File: src/rtl/core/gate_interval_speed_calc_macros.svh
// Assertion macros for the gate interval speed calculator.
// Used by the top level; expects clk and rst_n in scope at the point of use.
`ifndef GATE_INTERVAL_SPEED_CALC_MACROS_SVH
`define GATE_INTERVAL_SPEED_CALC_MACROS_SVH

// Same-cycle implication, disabled in reset.
`define GISC_ASSERT_NOW(lbl, ante, cons, msg) \
    lbl: assert property (@(posedge clk) disable iff (!rst_n) (ante) |-> (cons)) \
        else $error(msg);

// Next-cycle implication, disabled in reset.
`define GISC_ASSERT_NEXT(lbl, ante, cons, msg) \
    lbl: assert property (@(posedge clk) disable iff (!rst_n) (ante) |=> (cons)) \
        else $error(msg);

`endif

File: src/rtl/core/gisc_pkg.sv
// Shared types and constants for the gate interval speed calculator.
// No dependencies; imported by every module of the block.
`default_nettype none

package gisc_pkg;

    localparam int SENSOR_COUNT = 8;
    localparam int SLOT_W       = $clog2(SENSOR_COUNT);
    localparam int TRIG_W       = $clog2(SENSOR_COUNT + 1);
    localparam int TRIG_SUM_W   = TRIG_W + 1;

    localparam int TS_W      = 32;
    localparam int SPACING_W = 16;
    localparam int MPHQ_W    = 20;
    localparam int SPD_W     = 24;
    localparam int IVL_CNT_W = 5;
    localparam int SUM_W     = 32;

    localparam int                US_W     = 20;
    localparam logic [US_W-1:0]   US_PER_S = 20'd1000000;

    // spacing * 1e6, then times the Q16 factor in two halves
    localparam int NUM_W     = SPACING_W + US_W;
    localparam int HALF_W    = NUM_W / 2;
    localparam int HI_W      = NUM_W - HALF_W;
    localparam int PP_W      = HI_W + MPHQ_W;
    localparam int PROD_W    = NUM_W + MPHQ_W;
    localparam int MPH_SHIFT = 8;

    localparam int DIV_N_W    = PROD_W - MPH_SHIFT;
    localparam int DIV_D_W    = TS_W;
    localparam int DIV_Q_W    = SPD_W;
    localparam int DIV_STEP_W = $clog2(DIV_Q_W + 1);

    localparam int                   CFG_IDX_W   = 4;
    localparam int                   CFG_W       = 20;
    localparam logic [CFG_IDX_W-1:0] CFG_SPACING = 4'd0;
    localparam logic [CFG_IDX_W-1:0] CFG_MPH     = 4'd1;

    localparam logic [SPACING_W-1:0] SPACING_RST = 16'd100;
    localparam logic [MPHQ_W-1:0]    MPHQ_RST    = 20'd12769;

    typedef struct packed {
        logic [TS_W-1:0] timestamp_us;
        logic            sensor_triggered;
        logic            travel_b_to_a;
    } in_t;

    typedef struct packed {
        logic                 is_summary;
        logic [TS_W-1:0]      interval_us;
        logic [SPD_W-1:0]     speed_mm_per_s;
        logic [SPD_W-1:0]     scale_mph_x256;
        logic [IVL_CNT_W-1:0] interval_count;
        logic [SPD_W-1:0]     avg_mph_x256;
        logic                 run_ok;
        logic                 last_result;
    } out_t;

    typedef struct packed {
        logic               start;
        logic [DIV_N_W-1:0] numer;
        logic [DIV_D_W-1:0] denom;
    } div_req_t;

    typedef struct packed {
        logic               busy;
        logic               done;
        logic [DIV_Q_W-1:0] quot;
    } div_rsp_t;

    typedef struct packed {
        logic            en;
        logic [TS_W-1:0] ts;
        logic            fired;
    } store_wr_t;

    typedef struct packed {
        logic              at_last;
        logic [TRIG_W-1:0] trig_count;
    } store_stat_t;

endpackage

`default_nettype wire

File: src/rtl/core/gisc_div.sv
// Shared restoring divider, one quotient bit per cycle, saturating at 24 bits.
// Depends on gisc_pkg.
`default_nettype none

module gisc_div
    import gisc_pkg::*;
(
    input  wire logic     clk,
    input  wire logic     rst_n,
    input  wire div_req_t req,
    output div_rsp_t      rsp
);

    logic                  busy_reg;
    logic                  sat_reg;
    logic [DIV_STEP_W-1:0] step_reg;
    logic [DIV_D_W-1:0]    rem_reg;
    logic [DIV_D_W-1:0]    den_reg;
    logic [DIV_Q_W-1:0]    nlo_reg;
    logic [DIV_Q_W-1:0]    quot_reg;

    logic                  done;
    logic [DIV_D_W:0]      trial;
    logic [DIV_D_W:0]      diff;
    logic                  ge;

    assign done  = busy_reg && (sat_reg || (step_reg == '0));
    assign trial = {rem_reg, nlo_reg[DIV_Q_W-1]};
    assign ge    = trial >= {1'b0, den_reg};
    assign diff  = trial - {1'b0, den_reg};

    assign rsp.busy = busy_reg;
    assign rsp.done = done;
    assign rsp.quot = sat_reg ? '1 : quot_reg;

    always_ff @(posedge clk or negedge rst_n)
    begin
        if (!rst_n)
        begin
            busy_reg <= 1'b0;
            sat_reg  <= 1'b0;
            step_reg <= '0;
        end
        else if (req.start)
        begin
            busy_reg <= 1'b1;
            // quotient overflows 24 bits when the upper numerator part reaches the divisor
            sat_reg  <= DIV_D_W'(req.numer[DIV_N_W-1:DIV_Q_W]) >= req.denom;
            step_reg <= DIV_STEP_W'(DIV_Q_W);
        end
        else if (busy_reg)
        begin
            if (done)
                busy_reg <= 1'b0;
            else
                step_reg <= step_reg - 1'b1;
        end
    end

    always_ff @(posedge clk)
    begin
        if (req.start)
        begin
            rem_reg  <= DIV_D_W'(req.numer[DIV_N_W-1:DIV_Q_W]);
            nlo_reg  <= req.numer[DIV_Q_W-1:0];
            den_reg  <= req.denom;
            quot_reg <= '0;
        end
        else if (busy_reg && !done)
        begin
            rem_reg  <= ge ? diff[DIV_D_W-1:0] : trial[DIV_D_W-1:0];
            nlo_reg  <= {nlo_reg[DIV_Q_W-2:0], 1'b0};
            quot_reg <= {quot_reg[DIV_Q_W-2:0], ge};
        end
    end

endmodule

`default_nettype wire

File: src/rtl/core/gisc_store.sv
// Sensor store: timestamps and fired flags of one run, load slot and fired count.
// Depends on gisc_pkg.
`default_nettype none

module gisc_store
    import gisc_pkg::*;
(
    input  wire logic              clk,
    input  wire logic              rst_n,
    input  wire store_wr_t         wr,
    input  wire logic [SLOT_W-1:0] rd_addr,
    output logic [TS_W-1:0]        rd_ts,
    output logic                   rd_fired,
    output store_stat_t            stat
);

    logic [TS_W-1:0]   ts_reg    [SENSOR_COUNT];
    logic              fired_reg [SENSOR_COUNT];
    logic [SLOT_W-1:0] load_idx_reg;
    logic [TRIG_W-1:0] trig_reg;
    logic              at_last;

    assign at_last         = load_idx_reg == SLOT_W'(SENSOR_COUNT - 1);
    assign stat.at_last    = at_last;
    assign stat.trig_count = trig_reg;
    assign rd_ts           = ts_reg[rd_addr];
    assign rd_fired        = fired_reg[rd_addr];

    always_ff @(posedge clk)
    begin
        if (wr.en)
        begin
            ts_reg[load_idx_reg]    <= wr.ts;
            fired_reg[load_idx_reg] <= wr.fired;
        end
    end

    always_ff @(posedge clk or negedge rst_n)
    begin
        if (!rst_n)
        begin
            load_idx_reg <= '0;
            trig_reg     <= '0;
        end
        else if (wr.en)
        begin
            // the last slot closes the run
            if (at_last)
            begin
                load_idx_reg <= '0;
                trig_reg     <= '0;
            end
            else
            begin
                load_idx_reg <= load_idx_reg + 1'b1;
                trig_reg     <= trig_reg + TRIG_W'(wr.fired);
            end
        end
    end

endmodule

`default_nettype wire

File: src/rtl/core/gate_interval_speed_calc.sv
// Channel  | Direction | Handshake            | Beat
// ---------+-----------+----------------------+-------------------------------
// in       | input     | in_valid / in_ready  | in_t: one sensor, physical order
// out      | output    | out_valid / out_ready| out_t: interval or run summary
// cfg      | input     | cfg_valid / cfg_ready| register index and write data
//
// Every beat but the last of a run is stored and the block stays idle. The last beat
// starts evaluation: Q16 product setup (S_MUL0 to S_MUL3), a walk over the sensors, then
// per interval two passes through the shared 24-step divider (shorter when the quotient
// saturates) and an emit state, and finally average and summary. in_ready stays low
// meanwhile.
// Reset clears control and restores register defaults; stores need no clearing.
// A stalled out channel holds evaluation at the next result; cfg_ready is always high.
`default_nettype none
`include "gate_interval_speed_calc_macros.svh"

module gate_interval_speed_calc
    import gisc_pkg::*;
(
    input  wire logic                 clk,
    input  wire logic                 rst_n,
    input  wire logic                 in_valid,
    output logic                      in_ready,
    input  wire in_t                  in_data,
    output logic                      out_valid,
    input  wire logic                 out_ready,
    output out_t                      out_data,
    input  wire logic                 cfg_valid,
    output logic                      cfg_ready,
    input  wire logic [CFG_IDX_W-1:0] cfg_index,
    input  wire logic [CFG_W-1:0]     cfg_data
);

    localparam logic [3:0] S_IDLE     = 4'd0;
    localparam logic [3:0] S_MUL0     = 4'd1;
    localparam logic [3:0] S_MUL1     = 4'd2;
    localparam logic [3:0] S_MUL2     = 4'd3;
    localparam logic [3:0] S_MUL3     = 4'd4;
    localparam logic [3:0] S_WALK     = 4'd5;
    localparam logic [3:0] S_SPD_GO   = 4'd6;
    localparam logic [3:0] S_SPD_WAIT = 4'd7;
    localparam logic [3:0] S_MPH_GO   = 4'd8;
    localparam logic [3:0] S_MPH_WAIT = 4'd9;
    localparam logic [3:0] S_EMIT     = 4'd10;
    localparam logic [3:0] S_SUM      = 4'd11;
    localparam logic [3:0] S_AVG_WAIT = 4'd12;
    localparam logic [3:0] S_SEMIT    = 4'd13;

    logic [3:0]           state_reg;
    logic                 out_valid_reg;
    out_t                 out_data_reg;
    logic [SPACING_W-1:0] spacing_reg;
    logic [MPHQ_W-1:0]    mphq_reg;
    logic [IVL_CNT_W-1:0] cnt_reg;
    logic [SUM_W-1:0]     mph_sum_reg;
    logic [SLOT_W-1:0]    walk_reg;

    logic                 dir_reg;
    logic [NUM_W-1:0]     num_reg;
    logic [PP_W-1:0]      mlo_reg;
    logic [PP_W-1:0]      mhi_reg;
    logic [DIV_N_W-1:0]   mnum_reg;
    logic [TS_W-1:0]      prev_ts_reg;
    logic                 prev_fired_reg;
    logic [TS_W-1:0]      dt_reg;
    logic                 walk_end_reg;
    logic [SPD_W-1:0]     spd_reg;
    logic [SPD_W-1:0]     mph_reg;
    logic [SPD_W-1:0]     avg_reg;

    logic                 in_accept;
    logic                 out_free;
    logic                 out_load;
    out_t                 out_next;
    logic [TRIG_SUM_W-1:0] trig_total;
    logic                 run_has_pairs;
    logic                 walk_at_end;
    logic [TS_W-1:0]      dt;
    logic                 pair_ok;
    logic [HI_W-1:0]      mul_a;
    logic [PP_W-1:0]      mul_out;
    logic [PROD_W-1:0]    prod_sum;

    store_wr_t            store_wr;
    store_stat_t          store_stat;
    logic [SLOT_W-1:0]    rd_addr;
    logic [TS_W-1:0]      rd_ts;
    logic                 rd_fired;
    div_req_t             div_req;
    div_rsp_t             div_rsp;

    assign in_ready  = state_reg == S_IDLE;
    assign in_accept = in_valid && in_ready;
    assign cfg_ready = 1'b1;
    assign out_valid = out_valid_reg;
    assign out_data  = out_data_reg;
    assign out_free  = !out_valid_reg || out_ready;
    assign out_load  = ((state_reg == S_EMIT) || (state_reg == S_SEMIT)) && out_free;

    assign store_wr.en    = in_accept;
    assign store_wr.ts    = in_data.timestamp_us;
    assign store_wr.fired = in_data.sensor_triggered;

    assign trig_total    = {1'b0, store_stat.trig_count}
                         + TRIG_SUM_W'(in_data.sensor_triggered);
    assign run_has_pairs = trig_total >= TRIG_SUM_W'(2);

    // travel order: reverse the physical order for B to A
    assign rd_addr     = dir_reg ? SLOT_W'(SENSOR_COUNT - 1) - walk_reg : walk_reg;
    assign walk_at_end = walk_reg == SLOT_W'(SENSOR_COUNT - 1);
    assign dt          = rd_ts - prev_ts_reg;
    assign pair_ok     = (walk_reg != '0) && rd_fired && prev_fired_reg && (dt != '0);

    assign mul_a    = (state_reg == S_MUL1) ? HI_W'(num_reg[HALF_W-1:0])
                                            : num_reg[NUM_W-1:HALF_W];
    assign mul_out  = PP_W'(mul_a) * PP_W'(mphq_reg);
    assign prod_sum = PROD_W'(mlo_reg) + (PROD_W'(mhi_reg) << HALF_W);

    gisc_store u_store (
        .clk      (clk),
        .rst_n    (rst_n),
        .wr       (store_wr),
        .rd_addr  (rd_addr),
        .rd_ts    (rd_ts),
        .rd_fired (rd_fired),
        .stat     (store_stat)
    );

    gisc_div u_div (
        .clk   (clk),
        .rst_n (rst_n),
        .req   (div_req),
        .rsp   (div_rsp)
    );

    always_comb
    begin
        div_req.start = 1'b0;
        div_req.numer = DIV_N_W'(num_reg);
        div_req.denom = dt_reg;
        if (state_reg == S_SPD_GO)
        begin
            div_req.start = 1'b1;
        end
        else if (state_reg == S_MPH_GO)
        begin
            div_req.start = 1'b1;
            div_req.numer = mnum_reg;
        end
        else if (state_reg == S_SUM)
        begin
            div_req.start = cnt_reg != '0;
            div_req.numer = DIV_N_W'(mph_sum_reg);
            div_req.denom = DIV_D_W'(cnt_reg);
        end
    end

    always_comb
    begin
        out_next = '0;
        if (state_reg == S_SEMIT)
        begin
            out_next.is_summary     = 1'b1;
            out_next.interval_count = cnt_reg;
            out_next.avg_mph_x256   = avg_reg;
            out_next.run_ok         = cnt_reg != '0;
            out_next.last_result    = 1'b1;
        end
        else
        begin
            out_next.interval_us    = dt_reg;
            out_next.speed_mm_per_s = spd_reg;
            out_next.scale_mph_x256 = mph_reg;
        end
    end

    always_ff @(posedge clk or negedge rst_n)
    begin
        if (!rst_n)
        begin
            state_reg     <= S_IDLE;
            out_valid_reg <= 1'b0;
            spacing_reg   <= SPACING_RST;
            mphq_reg      <= MPHQ_RST;
            cnt_reg       <= '0;
            mph_sum_reg   <= '0;
            walk_reg      <= '0;
        end
        else
        begin
            if (cfg_valid)
            begin
                unique case (cfg_index)
                    CFG_SPACING: spacing_reg <= cfg_data[SPACING_W-1:0];
                    CFG_MPH:     mphq_reg    <= cfg_data[MPHQ_W-1:0];
                    default:     ;
                endcase
            end

            out_valid_reg <= out_load || (out_valid_reg && !out_ready);

            unique case (state_reg)
                S_IDLE:
                begin
                    if (in_accept && store_stat.at_last)
                        state_reg <= run_has_pairs ? S_MUL0 : S_SUM;
                end
                S_MUL0: state_reg <= S_MUL1;
                S_MUL1: state_reg <= S_MUL2;
                S_MUL2: state_reg <= S_MUL3;
                S_MUL3:
                begin
                    walk_reg  <= '0;
                    state_reg <= S_WALK;
                end
                S_WALK:
                begin
                    if (!walk_at_end)
                        walk_reg <= walk_reg + 1'b1;
                    if (pair_ok)
                        state_reg <= S_SPD_GO;
                    else if (walk_at_end)
                        state_reg <= S_SUM;
                end
                S_SPD_GO: state_reg <= S_SPD_WAIT;
                S_SPD_WAIT:
                begin
                    if (div_rsp.done)
                        state_reg <= S_MPH_GO;
                end
                S_MPH_GO: state_reg <= S_MPH_WAIT;
                S_MPH_WAIT:
                begin
                    if (div_rsp.done)
                        state_reg <= S_EMIT;
                end
                S_EMIT:
                begin
                    if (out_free)
                    begin
                        cnt_reg     <= cnt_reg + 1'b1;
                        mph_sum_reg <= mph_sum_reg + SUM_W'(mph_reg);
                        state_reg   <= walk_end_reg ? S_SUM : S_WALK;
                    end
                end
                S_SUM: state_reg <= (cnt_reg == '0) ? S_SEMIT : S_AVG_WAIT;
                S_AVG_WAIT:
                begin
                    if (div_rsp.done)
                        state_reg <= S_SEMIT;
                end
                S_SEMIT:
                begin
                    if (out_free)
                    begin
                        cnt_reg     <= '0;
                        mph_sum_reg <= '0;
                        state_reg   <= S_IDLE;
                    end
                end
                default: state_reg <= S_IDLE;
            endcase
        end
    end

    always_ff @(posedge clk)
    begin
        if (in_accept && store_stat.at_last)
            dir_reg <= in_data.travel_b_to_a;
        if (state_reg == S_MUL0)
            num_reg <= NUM_W'(spacing_reg) * NUM_W'(US_PER_S);
        if (state_reg == S_MUL1)
            mlo_reg <= mul_out;
        if (state_reg == S_MUL2)
            mhi_reg <= mul_out;
        // shift out 8 of the Q16 factor's fraction bits so the quotient comes out x256
        if (state_reg == S_MUL3)
            mnum_reg <= prod_sum[PROD_W-1:MPH_SHIFT];
        if (state_reg == S_WALK)
        begin
            prev_ts_reg    <= rd_ts;
            prev_fired_reg <= rd_fired;
            dt_reg         <= dt;
            walk_end_reg   <= walk_at_end;
        end
        if ((state_reg == S_SPD_WAIT) && div_rsp.done)
            spd_reg <= div_rsp.quot;
        if ((state_reg == S_MPH_WAIT) && div_rsp.done)
            mph_reg <= div_rsp.quot;
        if ((state_reg == S_AVG_WAIT) && div_rsp.done)
            avg_reg <= div_rsp.quot;
        if ((state_reg == S_SUM) && (cnt_reg == '0))
            avg_reg <= '0;
        if (out_load)
            out_data_reg <= out_next;
    end

    `GISC_ASSERT_NOW(a_div_start_idle, div_req.start, !div_rsp.busy, "divider restarted while busy")
    `GISC_ASSERT_NOW(a_out_no_overwrite, out_load, !out_valid_reg || out_ready, "result overwritten")
    `GISC_ASSERT_NEXT(a_mid_run_idle, in_accept && !store_stat.at_last, state_reg == S_IDLE, "mid-run beat left idle")
    `GISC_ASSERT_NOW(a_cnt_bound, state_reg == S_SEMIT, cnt_reg <= IVL_CNT_W'(SENSOR_COUNT - 1), "interval count overflow")

endmodule

`default_nettype wire
File: config.mk
export PLATFORM = sky130hd
export DESIGN_NAME = gate_interval_speed_calc
export DESIGN_NICKNAME = d
export VERILOG_FILES = /design/src/rtl/core/gisc_pkg.sv /design/src/rtl/core/gisc_div.sv /design/src/rtl/core/gisc_store.sv /design/src/rtl/core/gate_interval_speed_calc.sv
export VERILOG_INCLUDE_DIRS = /design/src /design/src/rtl/core
export SDC_FILE = /design/constraint.sdc
export NUM_CORES = 2
export LEC_CHECK = 0
export BUFFER_PORTS_ARGS = -buffer_cell sky130_fd_sc_hd__buf_2
export CORE_ASPECT_RATIO = 0.7
export CORE_MARGIN = 5
export CORE_UTILIZATION = 55
export DETAILED_ROUTE_END_ITERATION = 8
export PLACE_DENSITY = 0.82
export REMOVE_ABC_BUFFERS = 1
export SLEW_MARGIN = 25
export SYNTH_ARGS = -nofsm -noshare
export SYNTH_HDL_FRONTEND = slang
export SYNTH_SLANG_ARGS = --single-unit
File: constraint.sdc
create_clock -name clk -period 24.5 [get_ports clk]
set_input_delay 2.45 -clock clk [delete_from_list [all_inputs] [get_ports clk]]
set_output_delay 2.45 -clock clk [all_outputs]
set_load 0.01 [all_outputs]
# After elaboration in Yosys (flattened, before gate mapping)
# Memory sizes are Yosys's and may differ from the RTL's.
# Cells that the tools add are included.
# classes
addsub	11
mul	2
div	0
n_lt_le_gt_ge	3
n_eq_ne	25
shifts	0
mux	45
bitwise_logic	0
reduce_logical	37
# op_table
cell	count
32-bit two-way mux	4
24-bit two-way mux	5
81-bit two-way mux	1
80-bit two-way mux	1
32-bit one-hot mux with 2 select lines	1
32-bit subtractor	2
38-bit by 56-bit adder with 56-bit output	1
4-bit one-hot mux with 14 select lines	1
49-bit two-way mux	1
4-bit two-way mux	11
18-bit by 20-bit multiplier with 38-bit output	1
33-bit by 32-bit greater-or-equal comparator with 1-bit output	1
32-bit by 24-bit adder with 32-bit output	1
24-bit by 32-bit greater-or-equal comparator with 1-bit output	1
32-bit nonzero test	1
16-bit by 14-bit multiplier with 30-bit output (second input constant)	1
5-bit two-way mux	5
4-bit == test (second input constant)	6
18-bit two-way mux	1
4-bit by 3-bit == test with 1-bit output (second input constant)	4
1-bit logical AND	13
5-bit logical NOT	2
5-bit one-hot mux with 2 select lines	1
1-bit two-way mux	9
other kinds (24)	48
# totals
regBits	612
latch_bits	0
ramBits	264
romBits	0
wordCells	162
n_memories	2
# mem_list
memory	depth	width	read_ports	rd_ports_with_merged_regs	wr	line_no	source
u_store.ts_reg	8	32	1	0	1	gisc_store.sv:17	logic [TS_W-1:0] ts_reg [SENSOR_COUNT];
u_store.fired_reg	8	1	1	0	1	gisc_store.sv:18	logic fired_reg [SENSOR_COUNT];

# Longest topological paths before layout
# An unclocked memory read counts as a cell.
# logic_depth
word_depth	8
ltp_mapped	30
depth_no_buf	28

# Modules after synthesis
# A second synthesis with hierarchy kept.
# unflattened
cells_unflattened	4581
area_unflattened_um2	54180.7
# modules_own_cells
mod	n_inst	cells_per_inst	area_per_inst_um2	seq_area_each_um2
gate_interval_speed_calc	1	3403	36551.3	13690.6
gisc_store	1	427	10353.7	8102.8
gisc_div	1	751	7275.7	3218.1

# Least setup slack after synthesis
# OpenSTA, ideal clock, no wires.
# synth_path
kind	reg2reg
from	register state_reg[1]
to	register mhi_reg[36] (data pin)
arrival_time_ps	8986
t_required_ps	24238
path_slack_ps	15251
path_stages_with_launch	30
path_buffers	3
synth_period_minus_slack_ps	9249
cell_sequence	dfrtp_1 clkbuf_1 nand2_1 nor3_1 clkbuf_1 mux2i_1 clkbuf_1 nor2b_1 fa_1 inv_1 fa_1 fa_1 inv_1 fa_1 fa_1 inv_1 fa_1 inv_1 ha_1 a21o_1 a21o_1 a21oi_1 or3b_2 o211ai_1 nand2_1 a41o_1 o41ai_1 o21bai_1 a31oi_1 xnor2_1
# synth_between
elab_chain_len	3
# synth_lines
item	line_no	source
from (decl)	gate_interval_speed_calc.sv:49	logic [3:0] state_reg;
from (signal assigned)	gate_interval_speed_calc.sv:206	state_reg <= run_has_pairs ? S_MUL0 : S_SUM;
from (signal assigned)	gate_interval_speed_calc.sv:243	state_reg <= walk_end_reg ? S_SUM : S_WALK;
from (signal assigned)	gate_interval_speed_calc.sv:246	S_SUM: state_reg <= (cnt_reg == '0) ? S_SEMIT : S_AVG_WAIT;
4-bit by 2-bit == test with 1-bit output	gate_interval_speed_calc.sv:114	assign mul_a = (state_reg == S_MUL1) ? HI_W'(num_reg[HALF_W-1:0])
18-bit two-way mux	gate_interval_speed_calc.sv:114	
18-bit by 20-bit multiplier with 38-bit output	gate_interval_speed_calc.sv:116	assign mul_out = PP_W'(mul_a) * PP_W'(mphq_reg);
net mul_out[36]	gate_interval_speed_calc.sv:81	logic [PP_W-1:0] mul_out;
to (signal assigned)	gate_interval_speed_calc.sv:275	mhi_reg <= mul_out;
to (decl)	gate_interval_speed_calc.sv:61	logic [PP_W-1:0] mhi_reg;
# The timed path passes the listed nets, and every way through them passes these cells.
# A chain may end at the register's enable or synchronous reset.

# Worst setup path in the final report
# Ends and elaborated chain as after synthesis.

==> run_results.csv <==
group,metric,value,unit
final_layout,largest_reg_flops,256,
synthesis,avgSynthCellArea,11.7,um2
hold_path,hold_depth,0,
clock_tree,cts-root-buf,"clkbuf_16",
sta,fin_crit,8.99,ns
clock_tree,clkSinkCount,867,
floorplanning,die_area,105000,um2
floorplanning,die_h,272,um
clock_tree,post_cts_resized,0,
sta,period_share,36.7,%
setup_path,crit_buf_inv,5,
floorplanning,die_w,384,um
setup_path,endpoint_kind,"register",
placement,dp_hpwl,93500,um
clock_tree,cts.htree.levels,3,
setup_path,ff2ff_path_depth,27,
global_route,grt_first_pass_wirelength,204000,um
hold_path,hold_class,"reg -> reg",
setup_path,path_depth,27,
sta,tightestPinTransition,1.06,ns
global_route,grt-ovfl-total,0,
sta,slew_headroom,29.4,%
global_route,antenna_found_initial,10,
placement,numPortBuffers,176,
clock_tree,cts_inserted_buffers,86,
setup_path,timing.rr.start,"state_reg[1]",
clock_tree,clkLatencyLatePin,0.67,ns
global_route,grt_max_degree,89,
setup_path,reg2reg_slack,15.51,ns
floorplanning,core_area,97700,um2
status,status,"completed",
setup_path,slowest_stage,"dfrtp_1",
setup_path,crit_family,"adder cells",
sta,setup_viol,0,
clock_tree,cts_tree,"built",
final_layout,syn2layout_area_growth,9.82,%
setup_path,timing.rr.end,"mhi_reg[36]",
global_route,grt_pass1_vias,36156,
sta,finalHoldViolCount,0,
route,drtIter0Drc,3734,
sta,rsz0062_at_grt,"no",
setup_path,crit_path_max_fanout,48,
setup_path,startpoint_type,"register",
setup_path,crit_path_frequent_cell,"fa_1",
placement,gp_congestion,0.960,
synthesis,netlist_instances,4597,
route,routed_wl,130000,um
setup_path,crit_type,"reg -> reg",
route,avgViaCountPerCell,5.85,
setup_path,cp_slowest_stage_delay,0.73,ns
setup_path,critPathArrivalTime,9.37,ns
sta,whs,0.413,ns
floorplanning,initial_core_util,55.3,%
route,post_drt_wl_per_cell,21.2,um
route,ant_nets,0,
synthesis,yosysSeqAreaShare,46.3,%
synthesis,synth_ff_type,"edfxtp_1",
clock_tree,clk_pin_slew,0.06,ns
clock_tree,cts_setup_buffers,0,
final_layout,final_nets,5497,
sta,worst_slack,15.51,ns
route,drcViolationCount,0,
synthesis,synth_cell_types,102,
global_route,track_usage,24.9,%
route,num_vias,35835,
sta,slew_violations,0,
synthesis,synth_enable_flop_cells,716,
clock_tree,cts_buffer_depth,3,
floorplanning,io_pins,178,
setup_path,endpoint,"mhi_reg[36]",
floorplanning,rows,96,
setup_path,crit_start,"state_reg[1]",
sta,fmax,0.111,GHz
route,dr.pass1.iters,8,
placement,pre_cts_ws,15.56,ns
synthesis,ys_warn_count,0,
synthesis,synthArstFlopShare,11.0,%
setup_path,worstPathRequired,24.89,ns
sta,fin_setup_tns,0,ns
run,maxCapViolCount,0,
clock_tree,ctsHoldBuffers,0,
sta,fin_skew,0.0554,ns
synthesis,syn_area,54000,um2
placement,post-place-cells,5963,
final_layout,layout-drive-gt1-share,12.4,%
final_layout,instances_no_fill,6123,
synthesis,ys_seq_elements,867,
layout by cell type (no fill, tap or decap), types with 79 or more instances in the layout:
cell type and count:
edfxtp_1 716, clkbuf_16 87, nand2_1 483, nor2_1 169, ha_1 359, nor3_1 79, fa_1 347, inv_1 581
and2_1 229, xnor2_1 112, buf_2 175, nor2b_1 80, dfrtp_1 85, a21oi_1 157, o21ai_0 126
worst min-delay path by stage:
stage | from | end
final | mlo_reg[14] | mnum_reg[6]
after floorplan | mlo_reg[8] | mnum_reg[0]
after global routing | mlo_reg[14] | mnum_reg[6]
after detailed placement | mlo_reg[14] | mnum_reg[6]
after CTS | mlo_reg[14] | mnum_reg[6]
after global placement | mlo_reg[16] | mnum_reg[8]
cell families after synthesis:
logic type / count (synthesis) / share of synthesized area [%]
AND/OR/NAND/NOR: 1311 / 12.1
flip-flops: 867 / 46.3
buffers and inverters: 772 / 5.42
adder cells (fa/ha/maj): 706 / 21.2
AO/OA/AOI/OAI: 602 / 7.40
multiplexers: 170 / 4.84
XOR/XNOR: 168 / 2.73
other: 1 / 0.00695
worst reg2reg max path, cell delays in order, from the launching register on:
cell      delay [ns]
dfrtp_1         0.73
nand2_1         0.21
nor3_2          0.14
buf_4           0.56
mux2_2          0.61
and2_1          0.25
fa_1            0.53
inv_1           0.05
fa_1            0.54
inv_1           0.05
fa_1            0.50
fa_1            0.43
fa_1            0.49
inv_1           0.05
fa_1            0.48
inv_1           0.04
ha_1            0.33
a21o_1          0.19
a21o_1          0.16
a21oi_1         0.23
or3b_2          0.49
o211ai_1        0.18
nand2_1         0.11
a41o_1          0.27
o41ai_1         0.59
o21bai_1        0.17
a31oi_1         0.22
xnor2_1         0.12
cells in the mapped netlist (6+ instances only):
master	n	area, um2
edfxtp_1	716	21500
inv_1	584	2190
nand2_1	485	1820
ha_1	359	4490
fa_1	347	6950
and2_1	229	1430
nor2_1	173	649
a21oi_1	157	786
clkbuf_1	150	563
o21ai_0	126	631
xnor2_1	113	990
nor3_1	91	455
dfrtp_1	85	2130
nor2b_1	80	500
mux2_2	70	788
mux4_2	66	1490
a21o_1	60	450
dfxtp_1	56	1120
nand3_1	55	275
xor2_1	55	482
nand2b_1	45	282
and3_1	36	225
mux2i_1	34	340
a211oi_1	28	210
or2_2	28	175
o21a_1	27	203
o21bai_1	27	203
buf_1	26	97.6
a222oi_1	24	240
a31oi_1	21	131
or3_1	17	106
nand4_1	15	93.8
o31ai_1	13	97.6
o211ai_1	11	82.6
a21boi_0	10	75.1
and4_1	10	87.6
dfstp_2	10	263
nor4_1	9	56.3
o22ai_1	9	56.3
a22o_1	8	70.1
buf_2	7	35.0
a211o_1	6	52.6
a41o_1	6	60.1
metrics by stage:
| step | instance area, um2 | util [%] |
|---|---|---|
| after floorplan | 53200 | - |
| after global placement | 56400 | 57.7 |
| after detailed placement | 56400 | 57.7 |
| after CTS | 59300 | 60.7 |
| after global routing | 59300 | 60.7 |
| final | 59300 | 60.7 |
per-layer routing:
layer / up-vias / wire length [um] / global-route usage (%)
li1: 16049 / - / -
met4: 6 / 3490 / 6.68
met2: 1823 / 57400 / 37.7
met5: - / 42 / 0
met3: 239 / 14000 / 5.28
met1: 17718 / 54900 / 36.7
cell type report:
cell class,count,area [um2]
flip-flops and latches,867,25000
clock buffers,105,2280
clock inverters,54,618
diodes,1,2.50
inverters,584,2190
well taps,1323,1660
multi-input cells,2958,26200
fillers,7302,38400
repair buffers,231,1300
Power is left out: the tool's default activity adds up to more than one toggle a clock period on the data nets, which glitch-free logic cannot reach.
